File: src/hdl/chained_overflow_hash_table_assert.svh
// Assertion macros for the chained overflow hash table.
// Included by the top level; relies on clk_i and rst_ni in the using scope.
`ifndef CHAINED_OVERFLOW_HASH_TABLE_ASSERT_SVH
`define CHAINED_OVERFLOW_HASH_TABLE_ASSERT_SVH
`ifndef SYNTH
// Antecedent implies consequent in the same cycle.
`define CHT_ASSERT_IMP(lbl, ant, con) \
  lbl: assert property (@(posedge clk_i) disable iff (!rst_ni) (ant) |-> (con)) \
    else $error("implication check failed");
// Condition must never hold.
`define CHT_ASSERT_NEVER(lbl, cond) \
  lbl: assert property (@(posedge clk_i) disable iff (!rst_ni) !(cond)) \
    else $error("forbidden condition seen");
`else
`define CHT_ASSERT_IMP(lbl, ant, con)
`define CHT_ASSERT_NEVER(lbl, cond)
`endif
`endif

File: src/hdl/cht_pkg.sv
// Shared types and codes of the chained overflow hash table.
// No dependencies; used by every module of the block.
`default_nettype none
package cht_pkg;

  // Input operation codes
  typedef enum logic [1:0] {
    K_ADD  = 2'd0,
    K_FIND = 2'd1,
    K_DEL  = 2'd2,
    K_NONE = 2'd3
  } kind_e;

  // Result status codes
  typedef enum logic [1:0] {
    ST_OK        = 2'd0,
    ST_NOT_FOUND = 2'd1,
    ST_FULL      = 2'd2,
    ST_KEY_ZERO  = 2'd3
  } status_e;

  // Work the back end has to do for one item
  typedef enum logic [1:0] {
    CMD_ADD    = 2'd0,
    CMD_FIND   = 2'd1,
    CMD_DEL    = 2'd2,
    CMD_ANSWER = 2'd3
  } cmd_e;

  localparam int unsigned WordW    = 32;
  localparam int unsigned SlotIdxW = 9;

  // Classified item handed from front to back
  typedef struct packed {
    cmd_e              cmd;
    status_e           status;  // answer for CMD_ANSWER
    logic [WordW-1:0]  key;
    logic [WordW-1:0]  app;
    logic [WordW-1:0]  tb;
    logic [WordW-1:0]  ex;
  } job_t;

  localparam int unsigned JobW = $bits(job_t);

  // Queue status
  typedef struct packed {
    logic full;
    logic empty;
  } q_stat_t;

endpackage
`default_nettype wire

File: src/hdl/cht_fifo.sv
// Short queue between front and back end.
// Depends on cht_pkg.
`default_nettype none
module cht_fifo import cht_pkg::*; #(
  parameter int unsigned W     = 8,
  parameter int unsigned DEPTH = 2
) (
  input  wire logic         clk_i,
  input  wire logic         rst_ni,
  input  wire logic         push_i,
  input  wire logic [W-1:0] wdata_i,
  input  wire logic         pop_i,
  output logic [W-1:0]      rdata_o,
  output q_stat_t           stat_o
);

  localparam int unsigned PW = (DEPTH > 1) ? $clog2(DEPTH) : 1;

  logic [W-1:0] buf_q [DEPTH];
  logic [PW-1:0] wp_q, rp_q;
  logic [PW:0]   cnt_q;

  assign rdata_o      = buf_q[rp_q];
  assign stat_o.full  = (cnt_q == (PW+1)'(DEPTH));
  assign stat_o.empty = (cnt_q == '0);

  // Pointers and fill count
  always_ff @(posedge clk_i or negedge rst_ni) begin
    if (!rst_ni) begin
      wp_q  <= '0;
      rp_q  <= '0;
      cnt_q <= '0;
    end else begin
      if (push_i) wp_q <= (wp_q == PW'(DEPTH-1)) ? '0 : wp_q + 1'b1;
      if (pop_i)  rp_q <= (rp_q == PW'(DEPTH-1)) ? '0 : rp_q + 1'b1;
      if (push_i && !pop_i) cnt_q <= cnt_q + 1'b1;
      else if (pop_i && !push_i) cnt_q <= cnt_q - 1'b1;
    end
  end

  // Storage
  always_ff @(posedge clk_i) begin
    if (push_i) buf_q[wp_q] <= wdata_i;
  end

endmodule
`default_nettype wire

File: config.mk
export PLATFORM = sky130hd
export DESIGN_NAME = cht_fifo
export DESIGN_NICKNAME = d
export VERILOG_FILES = /design/src/hdl/chained_overflow_hash_table_assert.svh /design/src/hdl/cht_pkg.sv /design/src/hdl/cht_fifo.sv
export SDC_FILE = /design/constraint.sdc
export NUM_CORES = 1
export LEC_CHECK = 0
export ABC_CLOCK_PERIOD_IN_PS = 1400
export BUFFER_PORTS_ARGS = -buffer_cell sky130_fd_sc_hd__buf_2
export CORE_ASPECT_RATIO = 1.2
export CORE_MARGIN = 2
export CORE_UTILIZATION = 45
export CTS_BUF_LIST = sky130_fd_sc_hd__clkbuf_4 sky130_fd_sc_hd__clkbuf_8 sky130_fd_sc_hd__clkbuf_16
export DETAILED_ROUTE_END_ITERATION = 8
export GPL_TIMING_DRIVEN = 0
export PLACE_DENSITY = 0.68
export RECOVER_POWER = 100
export SYNTH_ARGS = -nofsm -noshare
export SYNTH_HDL_FRONTEND = slang
export SYNTH_SLANG_ARGS = --single-unit
File: constraint.sdc
create_clock -name clk_i -period 1.4 [get_ports clk_i]
set_input_delay 0.28 -clock clk_i [delete_from_list [all_inputs] [get_ports clk_i]]
set_output_delay 0.28 -clock clk_i [all_outputs]
set_load 0.005 [all_outputs]
==> out/metrics.yaml <==
status:
  status: "complete, but fails checks"
  violations: "setup timing"
critical_path:
  worstReg2RegStart: "wp_q"
  cp_cell_sequence: "buf_6, mux2_2, buf_2"
  rr_worst_depth: 1
  cp.required_ns: 1.12
  reg2reg_to: "buf_q[1][6]"
  cp-end-kind: "output pin"
  critical_path_class: "reg2out"
  slowest_delay_ns: 0.35
  critPathTopFamily: "flip-flops"
  crit_buf_inv: 2
  r2r_slack_ns: 0.17
  crit_arrival_ns: 1.25
  cp_max_fo: 9
  start_kind: "register"
  crit_slowest_cell: "dfrtp_1"
finish:
  final_common_cell: "buf_2"
  num-nets-final: 83
  diodes: 0
  final_cell_mix: "buf_2 (17), edfxtp_1 (16), mux2_2 (8)"
  drive_gt1_frac: 0.507
  multiInputGateArea_um2: 178
  regArea_um2: 581
  fillers: 132
  area_growth_pct: 24.4
  final_area_um2: 958
timing:
  final_max_slew_viol_count: 0
  clock.fmax_mhz: 654
  hold_viol: 0
  setup_viol: 8
  tightest_slew_ns: 0.516
  fin_ws_ns: -0.129
  period_share: 1.09
  finClkSkew_ns: 0.00203
  maxSlewHeadroom: 0.656
  tns_ns: -0.954
  rsz0062_at_grt: "yes"
  min_period_ns: 1.53
detailed_routing:
  drc_errors: 0
  drt_first_pass_iters: 2
  wl_met2_um: 603
  wire_per_inst_um: 12.4
  dr.first_iter.drc_count: 1
  wl_met3_um: 57
  wirelength_um: 1080
  ant_nets: 0
  via_per_inst: 4.82
  vias: 419
  top_layer: "met4"
  wl_met1_um: 400
synthesis:
  yosysUniqueCellTypes: 12
  synth_fp_nets: 54
  synthesis.area_um2: 771
  seq_area_frac_synth: 0.753
  syn_avg_cell_area_um2: 18.8
  ys_ff_latch: 20
  syn_inst: 41
  synth_warnings: 0
clocking:
  cts.clk_slew.worst_paths_ns: 0.10
  cts_root_buffer: "clkbuf_4"
  cts_buffer_depth: 2
  tritoncts: "done"
  htree_levels: 1
  clock_sinks: 20
  clk_latency_ns: 0.29
  cts_buffers: 3
place:
  placed_area_um2: 898
  hpwl_um: 768
  gp_congestion: 0.650
  numPortBuffers: 21
global_route:
  grt_pass1_vias: 412
  grt_antenna_before_repair: 0
  grt_pass1_wl_um: 1750
  grt_usage: 0.115
  grt_overflow: 0
  grt_max_degree: 12
die:
  die-area_um2: 2060
  ios: 22
  rows: 16
  initial_core_util: 0.475
  dieWidth_um: 41.8
  die-height_um: 49.3
  core_um2: 1620
power_and_ir_drop:
  power.density_nw_per_um2: 1830
  ir_drop_v: 0.000979
  p_leak_nw: 0.392
hold_path:
  min_path_type: "in2reg"
  whs_path_depth: 1
  min_from: "wdata_i[5]"
  hold_end: "buf_q[1][5]"
job:
  drv_cap: 0
==> timing repair <==
| item | in CTS | in global routing |
|---|---|---|
| hold buffers | 1 | 0 |
| resized for setup | 1 | 0 |
| hold endpoints to repair | 4 | 0 |
| setup endpoints to repair | 16 | 9 |
| pin swaps | 0 | 0 |
| buffers inserted | 1 | 1 |
==> cell families after synthesis <==
logic type / share of synthesized area
XOR/XNOR: 0.0568
adder cells (fa/ha/maj): 0.0162
buffers and inverters: 0.0195
flip-flops: 0.753
multiplexers: 0.117
AND/OR/NAND/NOR: 0.0374
==> sequential cells by signal, indices dropped and copies added (netlist names) <==
signal	flops
wp_q	1
rp_q	1
buf_q	16
cnt_q	2
==> stage by stage <==
step / total power, mW / worst slack, ns / cells / hold WS [ns] / util
floorplan: 1.21 / 0.238 / 41 / -0.0156 / -
global placement: 1.39 / 0.0341 / 80 / 0.0917 / 0.554
detailed placement: 1.41 / -0.00712 / 80 / 0.0952 / 0.554
CTS: 1.76 / -0.149 / 86 / 0.158 / 0.589
global route: 1.87 / -0.197 / 87 / 0.144 / 0.591
finish: 1.75 / -0.129 / 87 / 0.167 / 0.591
==> cell type report <==
type	instances	area share
multi-input combinational	19	0.185
clock buffer	4	0.0379
buffer	1	0.0117
timing repair buffer	24	0.132
tap	18	0.0235
inverter	1	0.00392
sequential	20	0.606
==> power breakdown <==
part / leakage, nW / internal (mW) / switching (mW)
registers: 0.197 / 0.808 / 0.0655
logic: 0.174 / 0.318 / 0.238
clock network: 0.0210 / 0.158 / 0.164
total: 0.392 / 1.29 / 0.468
==> synth_stat cells <==
cell,number,share of area
and2_1,1,0.0081
and2b_2,1,0.011
buf_6,1,0.015
dfrtp_1,4,0.13
edfxtp_1,16,0.62
ha_1,1,0.016
inv_1,1,0.0049
mux2_2,8,0.12
nor2_1,2,0.0097
nor2b_1,1,0.0081
xnor2_1,1,0.011
xor2_1,4,0.045
==> metal layers <==
metal  vias up  global-route usage
met5         -                   0
met4         0              0.0484
met3         2              0.0222
met2        15               0.208
met1       197               0.128
li1        205                   -
==> how the worst max path moves through the flow <==
stage / cells past startpoint / from / slack (ns) / to
finish: 3 / rp_q / -0.13 / rdata_o[2]
global route: 3 / rp_q / -0.20 / rdata_o[7]
CTS: 3 / rp_q / -0.15 / rdata_o[2]
detailed placement: 2 / push_i / -0.007 / buf_q[0][1]
global placement: 2 / push_i / 0.03 / buf_q[0][1]
floorplan: 1 / wp_q / 0.24 / buf_q[0][0]
Power figures use the tool's default switching activity.
