### config.mk
export PLATFORM = sky130hd
export DESIGN_NAME = cht_front
export DESIGN_NICKNAME = d
export VERILOG_FILES = /design/src/hdl/chained_overflow_hash_table_assert.svh /design/src/hdl/cht_pkg.sv /design/src/hdl/cht_front.sv
export SDC_FILE = /design/constraint.sdc
export NUM_CORES = 1
export LEC_CHECK = 0
export BUFFER_PORTS_ARGS = -buffer_cell sky130_fd_sc_hd__buf_2
export CAP_MARGIN = 20
export CORE_MARGIN = 3
export CORE_UTILIZATION = 42
export DETAILED_ROUTE_END_ITERATION = 6
export PLACE_DENSITY = 0.85
export SLEW_MARGIN = 20
export SYNTH_ARGS = -nofsm -noshare
export SYNTH_HDL_FRONTEND = slang
export SYNTH_SLANG_ARGS = --single-unit
### constraint.sdc
create_clock -name clk_i -period 5.7 [get_ports clk_i]
set_input_delay 0.855 -clock clk_i [delete_from_list [all_inputs] [get_ports clk_i]]
set_output_delay 0.855 -clock clk_i [all_outputs]
set_load 0.02 [all_outputs]
### src/hdl/chained_overflow_hash_table_assert.svh
// Assertion macros for the chained overflow hash table.
// Included by the top level; relies on clk_i and rst_ni in the using scope.
`ifndef CHAINED_OVERFLOW_HASH_TABLE_ASSERT_SVH
`define CHAINED_OVERFLOW_HASH_TABLE_ASSERT_SVH
`ifndef SYNTH
// Antecedent implies consequent in the same cycle.
`define CHT_ASSERT_IMP(lbl, ant, con) \
  lbl: assert property (@(posedge clk_i) disable iff (!rst_ni) (ant) |-> (con)) \
    else $error("implication check failed");
// Condition must never hold.
`define CHT_ASSERT_NEVER(lbl, cond) \
  lbl: assert property (@(posedge clk_i) disable iff (!rst_ni) !(cond)) \
    else $error("forbidden condition seen");
`else
`define CHT_ASSERT_IMP(lbl, ant, con)
`define CHT_ASSERT_NEVER(lbl, cond)
`endif
`endif

### src/hdl/cht_pkg.sv
// Shared types and codes of the chained overflow hash table.
// No dependencies; used by every module of the block.
`default_nettype none
package cht_pkg;

  // Input operation codes
  typedef enum logic [1:0] {
    K_ADD  = 2'd0,
    K_FIND = 2'd1,
    K_DEL  = 2'd2,
    K_NONE = 2'd3
  } kind_e;

  // Result status codes
  typedef enum logic [1:0] {
    ST_OK        = 2'd0,
    ST_NOT_FOUND = 2'd1,
    ST_FULL      = 2'd2,
    ST_KEY_ZERO  = 2'd3
  } status_e;

  // Work the back end has to do for one item
  typedef enum logic [1:0] {
    CMD_ADD    = 2'd0,
    CMD_FIND   = 2'd1,
    CMD_DEL    = 2'd2,
    CMD_ANSWER = 2'd3
  } cmd_e;

  localparam int unsigned WordW    = 32;
  localparam int unsigned SlotIdxW = 9;

  // Classified item handed from front to back
  typedef struct packed {
    cmd_e              cmd;
    status_e           status;  // answer for CMD_ANSWER
    logic [WordW-1:0]  key;
    logic [WordW-1:0]  app;
    logic [WordW-1:0]  tb;
    logic [WordW-1:0]  ex;
  } job_t;

  localparam int unsigned JobW = $bits(job_t);

  // Queue status
  typedef struct packed {
    logic full;
    logic empty;
  } q_stat_t;

endpackage
`default_nettype wire

### src/hdl/cht_front.sv
// Front end: accepts items, computes the home slot and classifies them.
// Depends on cht_pkg.
`default_nettype none
module cht_front import cht_pkg::*; #(
  parameter int unsigned HOME_SLOTS  = 256,
  parameter int unsigned TOTAL_SLOTS = 512,
  parameter int unsigned SW          = 9
) (
  input  wire logic             clk_i,
  input  wire logic             rst_ni,
  input  wire logic             hold_i,      // back end still clearing
  input  wire logic             in_valid_i,
  output logic                  in_ready_o,
  input  wire logic [1:0]       in_kind_i,
  input  wire logic [WordW-1:0] in_key_i,
  input  wire logic [WordW-1:0] in_app_i,
  input  wire logic [WordW-1:0] in_tb_i,
  input  wire logic [WordW-1:0] in_ex_i,
  output logic                  push_o,
  output job_t                  job_o,
  output logic [SW-1:0]         home_o,
  input  wire q_stat_t          q_stat_i
);

  localparam int unsigned HW = (HOME_SLOTS > 1) ? $clog2(HOME_SLOTS) : 1;
  localparam int unsigned AW = ((HW > SW) ? HW : SW) + 1;
  localparam int unsigned QuoW = WordW + 1 - HW;
  localparam bit HomePow2 = ((HOME_SLOTS & (HOME_SLOTS - 1)) == 0);
  // 2**(32+HW) / HOME_SLOTS rounded up; bit 32 is always set, the rest is kept
  localparam logic [63:0] Recip = ((64'd1 << (WordW + HW)) / 64'(HOME_SLOTS)) + 64'd1;
  localparam logic [WordW-1:0] RecipLo = Recip[WordW-1:0];

  typedef enum logic [2:0] {
    F_IDLE = 3'b001,
    F_DIV  = 3'b010,
    F_PUSH = 3'b100
  } front_state_e;

  front_state_e       state_q, state_d;
  logic [1:0]         cnt_q, cnt_d;
  logic [HW-1:0]      rem_q, rem_d;
  logic [1:0]         kind_q;
  logic [WordW-1:0]   key_q, app_q, tb_q, ex_q;
  logic               take;
  logic [2*WordW-1:0] prod_q;
  logic [2*WordW:0]   qsum;
  logic [QuoW-1:0]    quo_q;
  logic [WordW-1:0]   quo_m;
  logic [AW-1:0]      home_ext;
  logic               in_range;

  assign in_ready_o = (state_q == F_IDLE) && !hold_i;
  assign take       = in_valid_i && in_ready_o;

  // Remainder by reciprocal multiplication: product, quotient, then key - q*M
  assign qsum  = {1'b0, key_q, {WordW{1'b0}}} + {1'b0, prod_q};
  assign quo_m = WordW'(quo_q) * WordW'(HOME_SLOTS);

  // Control
  always_comb begin
    state_d = state_q;
    cnt_d   = cnt_q;
    rem_d   = rem_q;
    push_o  = 1'b0;
    unique case (state_q)
      F_IDLE: begin
        if (take) begin
          cnt_d = '0;
          if (HomePow2) begin
            rem_d   = in_key_i[HW-1:0];
            state_d = F_PUSH;
          end else begin
            rem_d   = '0;
            state_d = F_DIV;
          end
        end
      end
      F_DIV: begin
        cnt_d = cnt_q + 2'd1;
        if (cnt_q == 2'd2) begin
          rem_d   = HW'(key_q - quo_m);
          state_d = F_PUSH;
        end
      end
      F_PUSH: begin
        if (!q_stat_i.full) begin
          push_o  = 1'b1;
          state_d = F_IDLE;
        end
      end
      default: state_d = F_IDLE;
    endcase
  end

  always_ff @(posedge clk_i or negedge rst_ni) begin
    if (!rst_ni) begin
      state_q <= F_IDLE;
      cnt_q   <= '0;
    end else begin
      state_q <= state_d;
      cnt_q   <= cnt_d;
    end
  end

  // Item payload and remainder pipeline
  always_ff @(posedge clk_i) begin
    rem_q  <= rem_d;
    prod_q <= {{WordW{1'b0}}, key_q} * {{WordW{1'b0}}, RecipLo};
    quo_q  <= QuoW'(qsum >> (WordW + HW));
    if (take) begin
      kind_q <= in_kind_i;
      key_q  <= in_key_i;
      app_q  <= in_app_i;
      tb_q   <= in_tb_i;
      ex_q   <= in_ex_i;
    end
  end

  // Classification
  assign home_ext = AW'(rem_q);
  assign in_range = home_ext < AW'(TOTAL_SLOTS);
  assign home_o   = SW'(home_ext);

  always_comb begin
    job_o.key    = key_q;
    job_o.app    = app_q;
    job_o.tb     = tb_q;
    job_o.ex     = ex_q;
    job_o.cmd    = CMD_ANSWER;
    job_o.status = ST_NOT_FOUND;
    if (kind_q == K_NONE) begin
      job_o.status = ST_NOT_FOUND;
    end else if (key_q == '0) begin
      job_o.status = ST_KEY_ZERO;
    end else if (!in_range) begin
      job_o.status = (kind_q == K_ADD) ? ST_FULL : ST_NOT_FOUND;
    end else begin
      case (kind_q)
        K_ADD:   job_o.cmd = CMD_ADD;
        K_FIND:  job_o.cmd = CMD_FIND;
        default: job_o.cmd = CMD_DEL;
      endcase
    end
  end

endmodule
`default_nettype wire

==> run summary, run 1 <==
status - finished clean
initial antenna violation count - 0
via count of the first global-routing pass - 2,799
combinational power share - 7.1%
Die Width - 108 um
CTS H-Tree Depth - 4
pwr/cell area - 381 mW/mm^2
Final setup violation count - 0
Fin Clk Skew - 0.00500 ns
Reg2Reg Setup Slack - 2.87 ns
Yosys top cell by area - edfxtp_1
sw power - 0.519 mW
Critical path buffers and inverters - 1
crit-path cells - nor3b_1, and2_4, buf_4
clk_lat worst skew - 0.51 ns
post-synthesis cell area - 0.00436 sq mm
Hold-fix buffers, CTS - 0
clock-pin slew on the worst setup and hold paths - 0.06 ns
cell-internal power - 1.96 mW
final core utilization - 65.5%
r2r startpoint - state_q[0]
largest cells by area after synthesis - edfxtp_1 (95%), nor4_1 (1.0%), dfstp_2 (0.60%), dfrtp_1 (0.57%), buf_4 (0.34%)
final hold slack - 0.122 ns
total number of vias - 2,717
drt first pass iters - 4
Initial DRC Count - 146
Initial Util - 44.0%
largest net degree at the start of global routing - 80
Gate Count Post-Synth - 164
reg-to-reg critical path endpoint - ex_q[10]
Register-to-Register Path Depth - 3
Slowest cell on crit path - and2_4
Place WS - 2.42 ns
critical path capture point type - flip-flop
Die Ht - 108 um
Seq/Total Area, Yosys - 96.2%
Post-CTS Resized - 0
Ys Warns - 0
Routed WL - 10,700 um
WL met2 - 5550 um
Pleak - 2.71 nW
CTS buffer count - 17
final net count - 593
Top Metal Used - met4
wire per inst - 17.8 um
Worst VDD drop - 0.233 mV
clock group share of total power - 44.2%
Post-CTS Setup Inserts - 0
GRT overflow - 0
synth unique cells - 15
most frequent cells in the layout - buf_2 (275), edfxtp_1 (138), clkbuf_16 (16)
ratio of cells with drive above 1 in the final layout - 65.7%
CTS tree - done
M1 WL - 3580 um
Total GRT Usage - 18.3%
fin crit share - 49.7%
Mapped Nets - 300
worst min-delay path category - in -> async
gate family responsible for the most delay along the worst path - simple AND/OR/NAND/NOR gates
Tot Pwr - 2.48 mW
most common cell after layout, fill and taps aside - buf_2
Final Slew Violations - 0
deepest clock path buffer count - 2
# DRC - 0
Syn Area/Cell - 26.6 sq um
DP Wirelength - 8140 um
Max-cap violations - 0
unrepaired setup endpoints after global routing - no
Worst setup SP type - flip-flop
PortBufs - 275
Antenna Nets Post-Route - 0
area share of the largest cell type after synthesis - 95.1%
Switching Fraction - 20.9%
routed wire length on met3 - 1360 um
Slowest Stage Delay on Critical Path - 0.86 ns
Synth Register Bits - 140
root buf cell - clkbuf_8
final count of hold timing violations - 0
# diodes - 0
Slew @ Worst Pin - 1.03 ns
GPL Wtd Cong - 0.721
Seq pwr share - 48.7%
Crit Path Category - reg -> reg
Critical Path Fanout Max - 79
Setup TNS - 0 ns
max_slew headroom - 31.1%
final worst slack - 2.87 ns
data arrival time of the worst path - 2.97 ns
area delta synth->final - 48.9%
worst path required time - 5.84 ns
# IOs - 279
die area - 0.0116 sq mm
Period minus WS final - 2.83 ns
Core Region - 0.00991 sq mm
Rows - 36
DR vias/cell - 4.51
max frequency - 353 MHz
clock sinks - 140
first-pass GRT wire length - 15,100 um
worst max-delay path by stage:
| stage | start | to | slack, ns | cells after the start |
|---|---|---|---|---|
| floorplan | hold_i | app_q[0] | 0.62 | 2 |
| global placement | hold_i | tb_q[19] | 2.56 | 4 |
| detailed placement | hold_i | ex_q[27] | 2.42 | 4 |
| CTS | state_q[0] | ex_q[10] | 2.85 | 3 |
| global route | state_q[0] | tb_q[0] | 2.65 | 3 |
| finish | state_q[0] | ex_q[10] | 2.87 | 3 |
metrics by stage:
| stage | instances | cell area, sq um |
|---|---|---|
| 2_1_floorplan | 164 | 4360 |
| 3_3_place_gp | 571 | 5900 |
| 3_5_place_dp | 571 | 5900 |
| 4_1_cts | 602 | 6490 |
| 5_1_grt | 602 | 6490 |
| 6_report | 602 | 6490 |
power groups by stage:
stage,Sequential [mW],Clock [mW],Combinational (mW)
final,1.21,1.09,0.176
after global routing,1.21,1.17,0.188
after CTS,1.21,1.11,0.179
after detailed placement,1.23,0,0.178
after global placement,1.22,0,0.173
after floorplan,1.29,0,0.0251
worst reg2reg max path: stages, from the launching register on:
cell and delay, ns:
dfstp_2 0.52, nor3b_1 0.30, and2_4 0.86, buf_4 0.74
logic make-up after synthesis:
kind of cell | synth area share, %
buf+inv | 0.344
flops | 96.2
compound gates | 0.918
other cells | 0.172
simple gates | 2.32
flip-flops by register name, summed over array words and instances (netlist names):
name,count
rem_q,8
kind_q,2
app_q,32
state_q,2
key_q,32
tb_q,32
ex_q,32
cell type report:
class                   count  area [sq um]
fillers                   724          3420
clock buffers              18           418
multi-input cells          22           151
well taps                 133           166
flip-flops and latches    140          4200
clock inverters            13           175
repair buffers            276          1380
layer usage:
layer	GRT usage (%)	up-vias
met1	18.6	1267
met2	30.9	177
li1	-	1256
met4	8.21	0
met3	9.84	17
met5	0	-
cells in the mapped netlist (all sizes together):
cell,instances
buf,2
edfxtp,138
nand4,2
a21oi,1
a21o,1
conb,2
nor2b,2
and2,2
nor4,8
o21bai,2
a211oi,1
nor3b,1
dfrtp,1
dfstp,1
No activity file was read; power rests on OpenSTA's default activity.
==> run 2, diff against run 1 <==
Clock period 5.7 ns to 2.9 ns, I/O delays scaled along.
==> run 2 against run 1 <==
  * Total power is 90% higher
  * Sequential cell count unchanged
  * First-iteration DRC count shrank 18%
  * Clock power rose by 81%
  * Clock-buffer cell count grew 1
  * Global-route usage fell by 0.34 points
  * Wire length increased by 0.29%
  * Combinational power increased by 100%
  * Via count rose by 0.99%
==> run summary, run 2 (synthesis results as in run 1) <==
status - finished clean
clock group share of total power - 42.0% (-2.2 points)
first-pass GRT wire length - 15,100 um (-0.14%)
hold_sp - in_ex_i[10]
# DRC - 0 (unchanged)
Critical Path Fanout Max - 3 (-96%)
Die Width - 108 um (unchanged)
CTS buffer count - 17 (unchanged)
final net count - 596 (+0.51%)
Initial DRC Count - 120 (-18%)
Reg2Reg Setup Slack - 0.96 ns (-1.91 ns)
CTS H-Tree Depth - 4 (unchanged)
Seq pwr share - 50.4% (+1.7 points)
via count of the first global-routing pass - 2,873 (+2.6%)
root buf cell - clkbuf_8
Post-CTS Setup Inserts - 0 (unchanged)
final hold slack - 0.104 ns (-0.0184 ns)
Max-cap violations - 0 (unchanged)
Switching Fraction - 21.6% (+0.64 points)
Worst VDD drop - 0.415 mV (+78%)
Initial Util - 44.0% (unchanged)
critical path capture point type - output pin
Worst Hold Path Cells - 1
Post-DP Area - 0.00594 sq mm (+0.68%)
GPL Wtd Cong - 0.731 (+1.3%)
ratio of cells with drive above 1 in the final layout - 65.3% (-0.34 points)
area delta synth->final - 49.0% (about the same)
data arrival time of the worst path - 1.95 ns (-1.02 ns)
unrepaired setup endpoints after global routing - no
combinational power share - 7.6% (+0.5 points)
Die Ht - 108 um (unchanged)
max frequency - 420 MHz
Antenna Nets Post-Route - 0 (unchanged)
final count of hold timing violations - 0 (unchanged)
PortBufs - 275 (unchanged)
DR vias/cell - 4.53 (+0.33%)
Core Region - 0.00991 sq mm (unchanged)
most frequent cells in the layout - buf_2 (275), edfxtp_1 (138), clkbuf_16 (16)
Rows - 36 (unchanged)
Seq. cell area - 0.00420 sq mm (unchanged)
area of the multi-input gates - 151 sq um (unchanged)
cell-internal power - 3.68 mW (+88%)
Filler cells - 736 (+1.7%)
Period minus WS final - 2.38 ns
Worst setup SP type - flip-flop
largest net degree at the start of global routing - 48 (-40%)
total number of vias - 2,744 (+0.99%)
Total GRT Usage - 17.9% (-0.34 points)
reg-to-reg critical path endpoint - ex_q[28]
Crit Path Category - reg -> out
fin crit share - 82.1%
Final setup violation count - 0 (unchanged)
drt first pass iters - 4 (unchanged)
# diodes - 0 (unchanged)
Fin Clk Skew - 0.00353 ns (-0.00147 ns)
clock-pin slew on the worst setup and hold paths - 0.06 ns (about the same)
worst path required time - 2.47 ns (-3.37 ns)
deepest clock path buffer count - 2 (unchanged)
Setup TNS - 0 ns (unchanged)
CTS tree - done
DP Wirelength - 8420 um (+3.4%)
die area - 0.0116 sq mm (unchanged)
worst min-delay path category - in -> reg
Pleak - 2.71 nW (-0.15%)
pwr/cell area - 723 mW/mm^2 (+89%)
r2r startpoint - state_q[0]
wire per inst - 17.7 um (-0.37%)
Final Slew Violations - 0 (unchanged)
clock sinks - 140 (unchanged)
Hold Path End - ex_q[10]
initial antenna violation count - 1 (+1)
Tot Pwr - 4.69 mW (+90%)
# IOs - 279 (unchanged)
clk_lat worst skew - 0.50 ns (about the same)
Routed WL - 10,700 um (+0.29%)
sw power - 1.01 mW (+95%)
Register-to-Register Path Depth - 3 (unchanged)
most common cell after layout, fill and taps aside - buf_2
Finished Cell Area - 0.00649 sq mm (about the same)
GRT overflow - 0 (unchanged)
run 2: cell types whose count changed in the layout (fill, tap and decap cells not counted):
cell,before,now
dlygate4sd3_1,0,1
clkinvlp_4,2,3
clkinv_1,2,3
buf_12,0,2
clkbuf_1,1,2
bufinv_16,4,2
run 2: power by group through the flow:
stage | registers [mW] | clock network [mW] | logic [mW]
CTS | 2.37 | 2.02 | 0.362
finish | 2.37 | 1.97 | 0.356
floorplan | 2.52 | 0 | 0.0500
detailed placement | 2.41 | 0 | 0.360
global placement | 2.41 | 0 | 0.349
global route | 2.38 | 2.12 | 0.381
run 2: cell type report:
type / count / area share (%)
Tap cell: 133 / 2.56
Sequential cell: 140 / 64.6
Multi-Input combinational cell: 22 / 2.33
Clock buffer: 19 / 6.49
Clock inverter: 13 / 1.95
Timing Repair Buffer: 279 / 22.1
run 2: metrics by stage:
step           cells  setup WS [ns]  util, %
2_1_floorplan    164          0.253        -
3_3_place_gp     573          0.986     59.9
3_5_place_dp     573          0.955     59.9
4_1_cts          606          0.442     65.5
5_1_grt          606          0.368     65.5
6_report         606          0.518     65.5
run 2: worst max-delay path by stage:
| stage | start | end |
|---|---|---|
| floorplan | state_q[0] | app_q[0] |
| global placement | hold_i | app_q[15] |
| detailed placement | hold_i | ex_q[20] |
| CTS | key_q[1] | job_o[129] |
| global route | key_q[1] | job_o[129] |
| finish | key_q[1] | job_o[129] |
run 2: repair_timing:
action,CTS,global route
hold buffers,1,0
endpoints found under the hold margin,2,0
gates resized for setup,0,0
run 2: routing by layer:
| layer | share of wire, % | wire length, um | global-route usage [%] | up-vias |
|---|---|---|---|---|
| met3 | 12 | 1310 | 9.18 | 18 |
| met5 | 0.12 | 13 | 0 | - |
| met1 | 33 | 3580 | 18.6 | 1277 |
| li1 | - | - | - | 1266 |
| met4 | 1.4 | 145 | 5.95 | 2 |
| met2 | 53 | 5670 | 31.3 | 181 |
run 2: worst max-delay path, stage by stage (launching register included):
cell      delay [ns]
edfxtp_1        0.40
nor4_1          0.38
nand4_1         0.24
a211oi_2        0.22
buf_2           0.20
